$ cat src/hdl/sc2a_pkg.sv
// ----------------------------------------------------------------------------
// sc2a_pkg: shared types, constants and the scancode translation table
// Holds the character FIFO depth, the command format passed from the front
// end to the back end, the status codes and the set-1 to ASCII mapping.
// ----------------------------------------------------------------------------
package sc2a_pkg;

    // Character FIFO geometry.
    localparam int FIFO_DEPTH = 256;
    localparam int PTR_W      = (FIFO_DEPTH > 1) ? $clog2(FIFO_DEPTH) : 1;
    localparam int CNT_W      = $clog2(FIFO_DEPTH + 1);

    // Command queue between front and back end.
    localparam int QDEPTH  = 2;
    localparam int QPTR_W  = $clog2(QDEPTH);
    localparam int QCNT_W  = $clog2(QDEPTH + 1);

    // Fixed field widths.
    localparam int CODE_W  = 8;
    localparam int CHAR_W  = 7;
    localparam int FILL_W  = 9;
    localparam int STAT_W  = 2;

    typedef enum logic [STAT_W-1:0] {
        STAT_OK    = 2'd0,
        STAT_EMPTY = 2'd1,
        STAT_FULL  = 2'd2,
        STAT_ZERO  = 2'd3
    } status_t;

    typedef enum logic [1:0] {
        OP_PUSH   = 2'd0,
        OP_READ   = 2'd1,
        OP_IGNORE = 2'd2
    } op_t;

    typedef struct packed {
        op_t               op;
        logic [CHAR_W-1:0] ch;
    } cmd_t;

    localparam logic [CHAR_W-1:0] TOP_ROW [0:9] = '{
        7'h71, 7'h77, 7'h65, 7'h72, 7'h74, 7'h79, 7'h75, 7'h69, 7'h6F, 7'h70
    };
    localparam logic [CHAR_W-1:0] HOME_ROW [0:8] = '{
        7'h61, 7'h73, 7'h64, 7'h66, 7'h67, 7'h68, 7'h6A, 7'h6B, 7'h6C
    };
    localparam logic [CHAR_W-1:0] LOW_ROW [0:6] = '{
        7'h7A, 7'h78, 7'h63, 7'h76, 7'h62, 7'h6E, 7'h6D
    };

    localparam logic [CODE_W-1:0] CODE_ZERO_KEY  = 8'h0B;
    localparam logic [CODE_W-1:0] CODE_SPACE     = 8'h39;
    localparam logic [CODE_W-1:0] CODE_ENTER     = 8'h1C;
    localparam logic [CODE_W-1:0] CODE_BACKSPACE = 8'h0E;
    localparam logic [CODE_W-1:0] CODE_PERIOD    = 8'h34;
    localparam logic [CODE_W-1:0] CODE_SLASH     = 8'h35;

    localparam logic [CHAR_W-1:0] ASCII_ZERO    = 7'h30;
    localparam logic [CHAR_W-1:0] ASCII_SPACE   = 7'h20;
    localparam logic [CHAR_W-1:0] ASCII_NEWLINE = 7'h0A;
    localparam logic [CHAR_W-1:0] ASCII_PERIOD  = 7'h2E;
    localparam logic [CHAR_W-1:0] ASCII_SLASH   = 7'h2F;

    // Set-1 make code to lower-case ASCII; unmapped codes give zero.
    function automatic logic [CHAR_W-1:0] map_code(input logic [CODE_W-1:0] code);
        logic [CODE_W-1:0] off_top;
        logic [CODE_W-1:0] off_home;
        logic [CODE_W-1:0] off_low;
        logic [CODE_W-1:0] off_dig;
        logic [CHAR_W-1:0] ch;
        off_top  = code - 8'h10;
        off_home = code - 8'h1E;
        off_low  = code - 8'h2C;
        off_dig  = code - 8'h02;
        ch       = '0;
        if (code inside {[8'h10:8'h19]}) begin
            ch = TOP_ROW[off_top[3:0]];
        end else if (code inside {[8'h1E:8'h26]}) begin
            ch = HOME_ROW[off_home[3:0]];
        end else if (code inside {[8'h2C:8'h32]}) begin
            ch = LOW_ROW[off_low[2:0]];
        end else if (code inside {[8'h02:8'h0A]}) begin
            ch = 7'h31 + off_dig[CHAR_W-1:0];
        end else if (code == CODE_ZERO_KEY) begin
            ch = ASCII_ZERO;
        end else if (code == CODE_SPACE) begin
            ch = ASCII_SPACE;
        end else if (code == CODE_ENTER || code == CODE_BACKSPACE) begin
            ch = ASCII_NEWLINE;
        end else if (code == CODE_PERIOD) begin
            ch = ASCII_PERIOD;
        end else if (code == CODE_SLASH) begin
            ch = ASCII_SLASH;
        end
        return ch;
    endfunction

endpackage

$ cat src/hdl/scancode_to_ascii_char_fifo.sv
// ----------------------------------------------------------------------------
// scancode_to_ascii_char_fifo: keyboard scancode translator and character FIFO
// Translates set-1 make codes to ASCII, queues them, and pops them on read.
// ----------------------------------------------------------------------------
// A push or an ignored code passes through the command queue and the back
// end's result registers; a read also passes through the registered RAM read
// and S_READ. The back end retires one push per cycle while the queue holds
// commands and takes none in S_READ; a two-entry queue raises busy when full.
// Reset (rst_n low, asynchronous) empties the FIFO and the queue; the RAM
// contents are not cleared. Results are not back-pressured: done lasts 1 cycle.
// ----------------------------------------------------------------------------
module scancode_to_ascii_char_fifo (
    input  logic                        clk,
    input  logic                        rst_n,
    input  logic                        start,
    output logic                        busy,
    input  logic                        func,
    input  logic [sc2a_pkg::CODE_W-1:0] scan_code,
    output logic                        done,
    output logic [sc2a_pkg::CHAR_W-1:0] result_char,
    output logic                        char_valid,
    output logic [sc2a_pkg::STAT_W-1:0] status,
    output logic [sc2a_pkg::FILL_W-1:0] fill_level
);
    import sc2a_pkg::*;

    // The front end classifies each item into a command as it is accepted.
    // A zero scancode becomes an ignore command, any other push carries its
    // translated character, and a read carries nothing.
    logic q_push;
    logic q_pop;
    logic q_full;
    logic q_empty;
    cmd_t front_cmd;
    cmd_t back_cmd;

    sc2a_front u_front (
        .start     (start),
        .func      (func),
        .scan_code (scan_code),
        .q_full    (q_full),
        .busy      (busy),
        .q_push    (q_push),
        .q_cmd     (front_cmd)
    );

    // The queue lets the front keep taking items while the back end waits
    // on a RAM read.
    sc2a_cmd_queue u_queue (
        .clk   (clk),
        .rst_n (rst_n),
        .push  (q_push),
        .din   (front_cmd),
        .pop   (q_pop),
        .dout  (back_cmd),
        .full  (q_full),
        .empty (q_empty)
    );

    // The back end owns the ring pointers, the entry count and the character
    // RAM. A push into a full FIFO is dropped and flagged, a read of an empty
    // FIFO reports the empty status, and every command yields one result.
    sc2a_back u_back (
        .clk         (clk),
        .rst_n       (rst_n),
        .q_empty     (q_empty),
        .q_cmd       (back_cmd),
        .q_pop       (q_pop),
        .done        (done),
        .result_char (result_char),
        .char_valid  (char_valid),
        .status      (status),
        .fill_level  (fill_level)
    );

endmodule

$ cat src/hdl/sc2a_ram.sv
// ----------------------------------------------------------------------------
// sc2a_ram: generic single-write, single-read RAM
// One write port and one read port, read data registered. No reset.
// ----------------------------------------------------------------------------
module sc2a_ram #(
    parameter int WIDTH = 8,
    parameter int DEPTH = 16
) (
    input  logic                                     clk,
    input  logic                                     we,
    input  logic [((DEPTH > 1) ? $clog2(DEPTH) : 1)-1:0] waddr,
    input  logic [WIDTH-1:0]                         wdata,
    input  logic                                     re,
    input  logic [((DEPTH > 1) ? $clog2(DEPTH) : 1)-1:0] raddr,
    output logic [WIDTH-1:0]                         rdata
);

    logic [WIDTH-1:0] mem [DEPTH];
    logic [WIDTH-1:0] rdata_reg;

    always_ff @(posedge clk)
    begin
        if (we)
        begin
            mem[waddr] <= wdata;
        end
        if (re)
        begin
            rdata_reg <= mem[raddr];
        end
    end

    assign rdata = rdata_reg;

endmodule

$ cat src/hdl/sc2a_front.sv
// ----------------------------------------------------------------------------
// sc2a_front: item intake and classification
// Takes an item when start is high and the queue has room, translates the
// scancode and turns the item into a push, read or ignore command.
// ----------------------------------------------------------------------------
module sc2a_front (
    input  logic                       start,
    input  logic                       func,
    input  logic [sc2a_pkg::CODE_W-1:0] scan_code,
    input  logic                       q_full,
    output logic                       busy,
    output logic                       q_push,
    output sc2a_pkg::cmd_t             q_cmd
);
    import sc2a_pkg::*;

    assign busy   = q_full;
    assign q_push = start && !q_full;

    always_comb
    begin
        q_cmd.ch = '0;
        if (func)
        begin
            q_cmd.op = OP_READ;
        end
        else if (scan_code == '0)
        begin
            q_cmd.op = OP_IGNORE;
        end
        else
        begin
            q_cmd.op = OP_PUSH;
            q_cmd.ch = map_code(scan_code);
        end
    end

endmodule

$ cat src/hdl/sc2a_cmd_queue.sv
// ----------------------------------------------------------------------------
// sc2a_cmd_queue: short command queue between front and back end
// A small register FIFO of classified commands.
// ----------------------------------------------------------------------------
module sc2a_cmd_queue (
    input  logic           clk,
    input  logic           rst_n,
    input  logic           push,
    input  sc2a_pkg::cmd_t din,
    input  logic           pop,
    output sc2a_pkg::cmd_t dout,
    output logic           full,
    output logic           empty
);
    import sc2a_pkg::*;

    cmd_t              slot_reg [QDEPTH];
    logic [QPTR_W-1:0] wr_reg, wr_next;
    logic [QPTR_W-1:0] rd_reg, rd_next;
    logic [QCNT_W-1:0] cnt_reg, cnt_next;
    logic              do_push;
    logic              do_pop;

    assign full    = (cnt_reg == QCNT_W'(QDEPTH));
    assign empty   = (cnt_reg == '0);
    assign do_push = push && !full;
    assign do_pop  = pop && !empty;
    assign dout    = slot_reg[rd_reg];

    always_comb
    begin
        wr_next  = wr_reg;
        rd_next  = rd_reg;
        cnt_next = cnt_reg;
        if (do_push)
        begin
            wr_next = (wr_reg == QPTR_W'(QDEPTH - 1)) ? '0 : wr_reg + 1'b1;
        end
        if (do_pop)
        begin
            rd_next = (rd_reg == QPTR_W'(QDEPTH - 1)) ? '0 : rd_reg + 1'b1;
        end
        if (do_push && !do_pop)
        begin
            cnt_next = cnt_reg + 1'b1;
        end
        else if (do_pop && !do_push)
        begin
            cnt_next = cnt_reg - 1'b1;
        end
    end

    always_ff @(posedge clk or negedge rst_n)
    begin
        if (!rst_n)
        begin
            wr_reg  <= '0;
            rd_reg  <= '0;
            cnt_reg <= '0;
        end
        else
        begin
            wr_reg  <= wr_next;
            rd_reg  <= rd_next;
            cnt_reg <= cnt_next;
        end
    end

    always_ff @(posedge clk)
    begin
        if (do_push)
        begin
            slot_reg[wr_reg] <= din;
        end
    end

endmodule

$ cat src/hdl/sc2a_back.sv
// ----------------------------------------------------------------------------
// sc2a_back: character FIFO execution
// Pops commands, updates the ring pointers and the fill count, drives the
// character RAM and registers each result for one cycle.
// ----------------------------------------------------------------------------
module sc2a_back (
    input  logic                        clk,
    input  logic                        rst_n,
    input  logic                        q_empty,
    input  sc2a_pkg::cmd_t              q_cmd,
    output logic                        q_pop,
    output logic                        done,
    output logic [sc2a_pkg::CHAR_W-1:0] result_char,
    output logic                        char_valid,
    output logic [sc2a_pkg::STAT_W-1:0] status,
    output logic [sc2a_pkg::FILL_W-1:0] fill_level
);
    import sc2a_pkg::*;

    typedef enum logic [1:0] {
        S_IDLE = 2'b01,
        S_READ = 2'b10
    } bstate_t;

    bstate_t           state_reg, state_next;
    logic [PTR_W-1:0]  wptr_reg, wptr_next;
    logic [PTR_W-1:0]  rptr_reg, rptr_next;
    logic [CNT_W-1:0]  cnt_reg, cnt_next;
    logic              done_reg, done_next;
    logic [CHAR_W-1:0] char_reg, char_next;
    logic              valid_reg, valid_next;
    status_t           status_reg, status_next;
    logic [FILL_W-1:0] fill_reg, fill_next;
    logic              ram_we;
    logic              ram_re;
    logic [CHAR_W-1:0] ram_rdata;

    sc2a_ram #(
        .WIDTH (CHAR_W),
        .DEPTH (FIFO_DEPTH)
    ) u_char_ram (
        .clk   (clk),
        .we    (ram_we),
        .waddr (wptr_reg),
        .wdata (q_cmd.ch),
        .re    (ram_re),
        .raddr (rptr_reg),
        .rdata (ram_rdata)
    );

    assign q_pop = (state_reg == S_IDLE) && !q_empty;

    always_comb
    begin
        state_next  = state_reg;
        wptr_next   = wptr_reg;
        rptr_next   = rptr_reg;
        cnt_next    = cnt_reg;
        done_next   = 1'b0;
        char_next   = '0;
        valid_next  = 1'b0;
        status_next = STAT_OK;
        fill_next   = FILL_W'(cnt_reg);
        ram_we      = 1'b0;
        ram_re      = 1'b0;
        case (state_reg)
            S_IDLE:
            begin
                if (q_pop)
                begin
                    case (q_cmd.op)
                        OP_PUSH:
                        begin
                            done_next = 1'b1;
                            if (cnt_reg == CNT_W'(FIFO_DEPTH))
                            begin
                                status_next = STAT_FULL;
                            end
                            else
                            begin
                                ram_we    = 1'b1;
                                wptr_next = (wptr_reg == PTR_W'(FIFO_DEPTH - 1)) ?
                                            '0 : wptr_reg + 1'b1;
                                cnt_next  = cnt_reg + 1'b1;
                                fill_next = FILL_W'(cnt_next);
                            end
                        end
                        OP_READ:
                        begin
                            if (cnt_reg == '0)
                            begin
                                done_next   = 1'b1;
                                status_next = STAT_EMPTY;
                            end
                            else
                            begin
                                ram_re     = 1'b1;
                                rptr_next  = (rptr_reg == PTR_W'(FIFO_DEPTH - 1)) ?
                                             '0 : rptr_reg + 1'b1;
                                cnt_next   = cnt_reg - 1'b1;
                                state_next = S_READ;
                            end
                        end
                        default:
                        begin
                            done_next   = 1'b1;
                            status_next = STAT_ZERO;
                        end
                    endcase
                end
            end
            S_READ:
            begin
                // RAM data for the pop is available this cycle.
                done_next  = 1'b1;
                char_next  = ram_rdata;
                valid_next = 1'b1;
                state_next = S_IDLE;
            end
            default:
            begin
                state_next = S_IDLE;
            end
        endcase
    end

    always_ff @(posedge clk or negedge rst_n)
    begin
        if (!rst_n)
        begin
            state_reg <= S_IDLE;
            wptr_reg  <= '0;
            rptr_reg  <= '0;
            cnt_reg   <= '0;
            done_reg  <= 1'b0;
        end
        else
        begin
            state_reg <= state_next;
            wptr_reg  <= wptr_next;
            rptr_reg  <= rptr_next;
            cnt_reg   <= cnt_next;
            done_reg  <= done_next;
        end
    end

    always_ff @(posedge clk)
    begin
        char_reg   <= char_next;
        valid_reg  <= valid_next;
        status_reg <= status_next;
        fill_reg   <= fill_next;
    end

    assign done        = done_reg;
    assign result_char = char_reg;
    assign char_valid  = valid_reg;
    assign status      = status_reg;
    assign fill_level  = fill_reg;

endmodule

$ cat config.mk
export PLATFORM = sky130hd
export DESIGN_NAME = scancode_to_ascii_char_fifo
export DESIGN_NICKNAME = d
export VERILOG_FILES = /design/src/hdl/sc2a_pkg.sv /design/src/hdl/scancode_to_ascii_char_fifo.sv /design/src/hdl/sc2a_ram.sv /design/src/hdl/sc2a_front.sv /design/src/hdl/sc2a_cmd_queue.sv /design/src/hdl/sc2a_back.sv
export SDC_FILE = /design/constraint.sdc
export NUM_CORES = 2
export LEC_CHECK = 0
export BUFFER_PORTS_ARGS = -buffer_cell sky130_fd_sc_hd__buf_2
export CAP_MARGIN = 10
export CORE_MARGIN = 1
export CORE_UTILIZATION = 58
export DETAILED_ROUTE_END_ITERATION = 16
export HOLD_SLACK_MARGIN = 0.1
export PLACE_DENSITY_LB_ADDON = 0.2
export SLEW_MARGIN = 15
export SYNTH_ARGS = -nofsm -noshare
export SYNTH_HDL_FRONTEND = slang
export SYNTH_SLANG_ARGS = --single-unit
$ cat constraint.sdc
create_clock -name clk -period 3.8 [get_ports clk]
set_input_delay 0.19 -clock clk [delete_from_list [all_inputs] [get_ports clk]]
set_output_delay 0.19 -clock clk [all_outputs]
set_load 0.02 [all_outputs]
==> impl_metrics.yaml <==
synthesis:
  syn-cell-area_sq_um: 73700
  synth_cells: 3760
  synth_nets: 3796
  synth_ff_type: "edfxtp_1"
  syn-mean-instance-area_sq_um: 19.60
  synth_edf_count: 1817
  async_flop_share_pct: 1.713
  yosysUniqueCellTypes: 80
  yosys_register_bits: 1868
  yosysSeqAreaShare_pct: 75.64
  synth-warning-count: 0
timing:
  setup_viol_count_final: 0
  fin_ws_ns: 0.1121
  fin_skew_ns: 0.03569
  setup_tns_ns: 0
  finalHoldViolCount: 0
  fin_crit_ns: 3.688
  hold_ws_ns: 0.1889
  tightest_slew_ns: 1.067
  slew_headroom_pct: 28.71
  fin_crit_sh_pct: 97.05
  clock.fmax_mhz: 271.2
  finalMaxSlewViolations: 0
  rsz0062_at_grt: "false"
global_routing:
  grt_first_pass_wirelength_microns: 270800
  grt_usage_pct: 29.67
  grt_pass1_vias: 38810
  grt_max_degree: 148
  overflow: 0
  antenna_found_initial: 4
cts:
  cts_setup_buffers: 0
  htreeDepth: 4
  cts_buffers: 182
  tritoncts: "yes"
  clk_path_buf_depth: 3
  cts_resized: 0
  clk_latency_ns: 0.81
  clkTransAtPathRegs_ns: 0.06
  cts_sinks: 1868
  cts_root_buf: "clkbuf_16"
routing:
  wl_per_cell_microns: 31.68
  drcViolationCount: 0
  wl_microns: 187200
  dr.pass1.iters: 7
  vias: 39410
  drtAntennaViolNets: 0
  vias_per_cell: 6.671
  drt_iter0_drc: 5127
floorplanning:
  die_height_microns: 358.5
  die_x_microns: 358.5
  initial_core_util_pct: 58.54
  io_pins: 33
  core_sq_um: 125900
  rows: 130
  dieArea_sq_um: 128500
critical_path:
  cp-end-kind: "flip-flop"
  worstPathCellList: "nor2b_4 -> buf_4 -> a22oi_1 -> nand2_1 -> o21ai_0 -> o311ai_0 -> buf_4 -> a32o_1"
  cp_data_arrival_time_ns: 4.25
  cp_common_cell: "buf_4"
  reg2regPathDepth: 8
  worstPathMaxFanout: 31
  required_ns: 4.36
  crit_type: "flip-flop to flip-flop"
  critical_path_depth: 8
  path_buf_inv: 2
  critPathMaxStageDelay_ns: 0.86
  crit_slowest_cell: "dfrtp_4"
  path_delay_family: "compound AO/OA/AOI/OAI gates"
  cp-start-kind: "flip-flop"
finish:
  fin_nets: 4140
  final_cell_mix: "1817 x edfxtp_1, 367 x mux4_2, 297 x buf_4"
  layout-drive-gt1-share_pct: 24.65
  area_growth_pct: 13.87
  layout_commonest_cell: "edfxtp_1"
  fillers: 8168
  design_area_sq_um: 83920
  largest_reg_flops: 1792
min_path:
  hold_path.class: "primary input to flip-flop"
  hold_depth: 4
power:
  powerDensity_nw_per_um2: 749.9
  p_leak_nw: 27.26
  vdd_drop_max_mv: 1.087
job:
  cap_viol_max_count: 0
place:
  gp_congestion: 0.9324
  place_area_sq_um: 77890
  dp_hpwl_microns: 117000
  dp_slack_ns: 0.1880
  portBuffers: 32
status:
  outcome: "complete, no violations"
-- Yosys cell counts (31+ instances only) --
cell      instances  area (sq um)
a22oi_1          79         593.1
a21oi_1          91         455.4
o21ai_0          57         285.3
mux4_2          367          8265
a221oi_1         34         297.8
edfxtp_1       1817         54560
nand3_1          32         160.2
mux2i_1         190          1902
a211oi_1         32         240.2
clkbuf_1        104         390.4
nor2_1          293          1100
dfrtp_1          31         775.7
nand2_1         113         424.2
buf_2            42         210.2
-- final cells by class --
type                       instances  area (sq um)  share of cell area, %
tap                             1650          2064                  2.460
antenna                            2         5.005               0.005964
inverter                          26         97.59                 0.1163
multi-input combinational       1644         16770                  19.99
clock inverter                   103         919.6                  1.096
timing repair buffer             382          3331                  3.969
clock buffer                     233          4966                  5.918
sequential                      1868         55760                  66.45
-- worst min-delay path, delay by kind of cell --
family          cells  cell delay, ns
simple gates        2            0.35
buf+inv             1            0.14
compound gates      1            0.14
-- metrics by stage --
stage,instances,total power [W],utilization [%]
floorplan,3760,0.03782,-
global placement,5557,0.04509,61.87
detailed placement,5557,0.04534,61.87
CTS,5906,0.06292,66.65
global route,5906,0.06462,66.65
finish,5908,0.06293,66.66
-- final timing paths --
path | endpoint | slack [ns] | start
setup / recovery | u_back.u_char_ram.rdata[6] | 0.11 | u_back.rptr_reg[3]
hold / removal | u_queue.slot_reg[0][0] | 0.19 | scan_code[5]
setup reg to reg | u_back.u_char_ram.rdata[6] | 0.11 | u_back.rptr_reg[3]
hold reg to reg | u_queue.wr_reg | 0.50 | u_queue.wr_reg
max in group asynchronous | u_back.rptr_reg[0] | 3.06 | rst_n
min in group asynchronous | u_back.state_reg[0] | 0.47 | rst_n
-- kinds of logic after synthesis --
logic type / after synthesis / share of synthesized area [%]
AND/OR/NAND/NOR: 554 / 3.302
multiplexers: 582 / 14.20
buffers and inverters: 248 / 1.806
flip-flops: 1868 / 75.64
AO/OA/AOI/OAI: 453 / 4.275
adder cells (fa/ha/maj): 24 / 0.4075
XOR/XNOR: 31 / 0.3684
-- what timing repair did --
action,CTS,global route
hold buffers,13,0
setup endpoints to repair,0,0
endpoints found under the hold margin,71,0
-- metal layers --
metal	GRT usage [%]	vias to the layer above	routed length [microns]
li1	-	16100	-
met1	42.52	20570	72740
met2	46.24	2373	88930
met3	5.964	365	19010
met4	10.03	2	6481
met5	0	-	12
-- report_power, final --
part	switching [W]	total (W)	internal [W]
registers	0.000500	0.0261	0.0256
clock network	0.00757	0.0178	0.0102
logic	0.0119	0.0191	0.00717
total	0.0200	0.0629	0.0430
No activity file was read; power rests on OpenSTA's default activity.
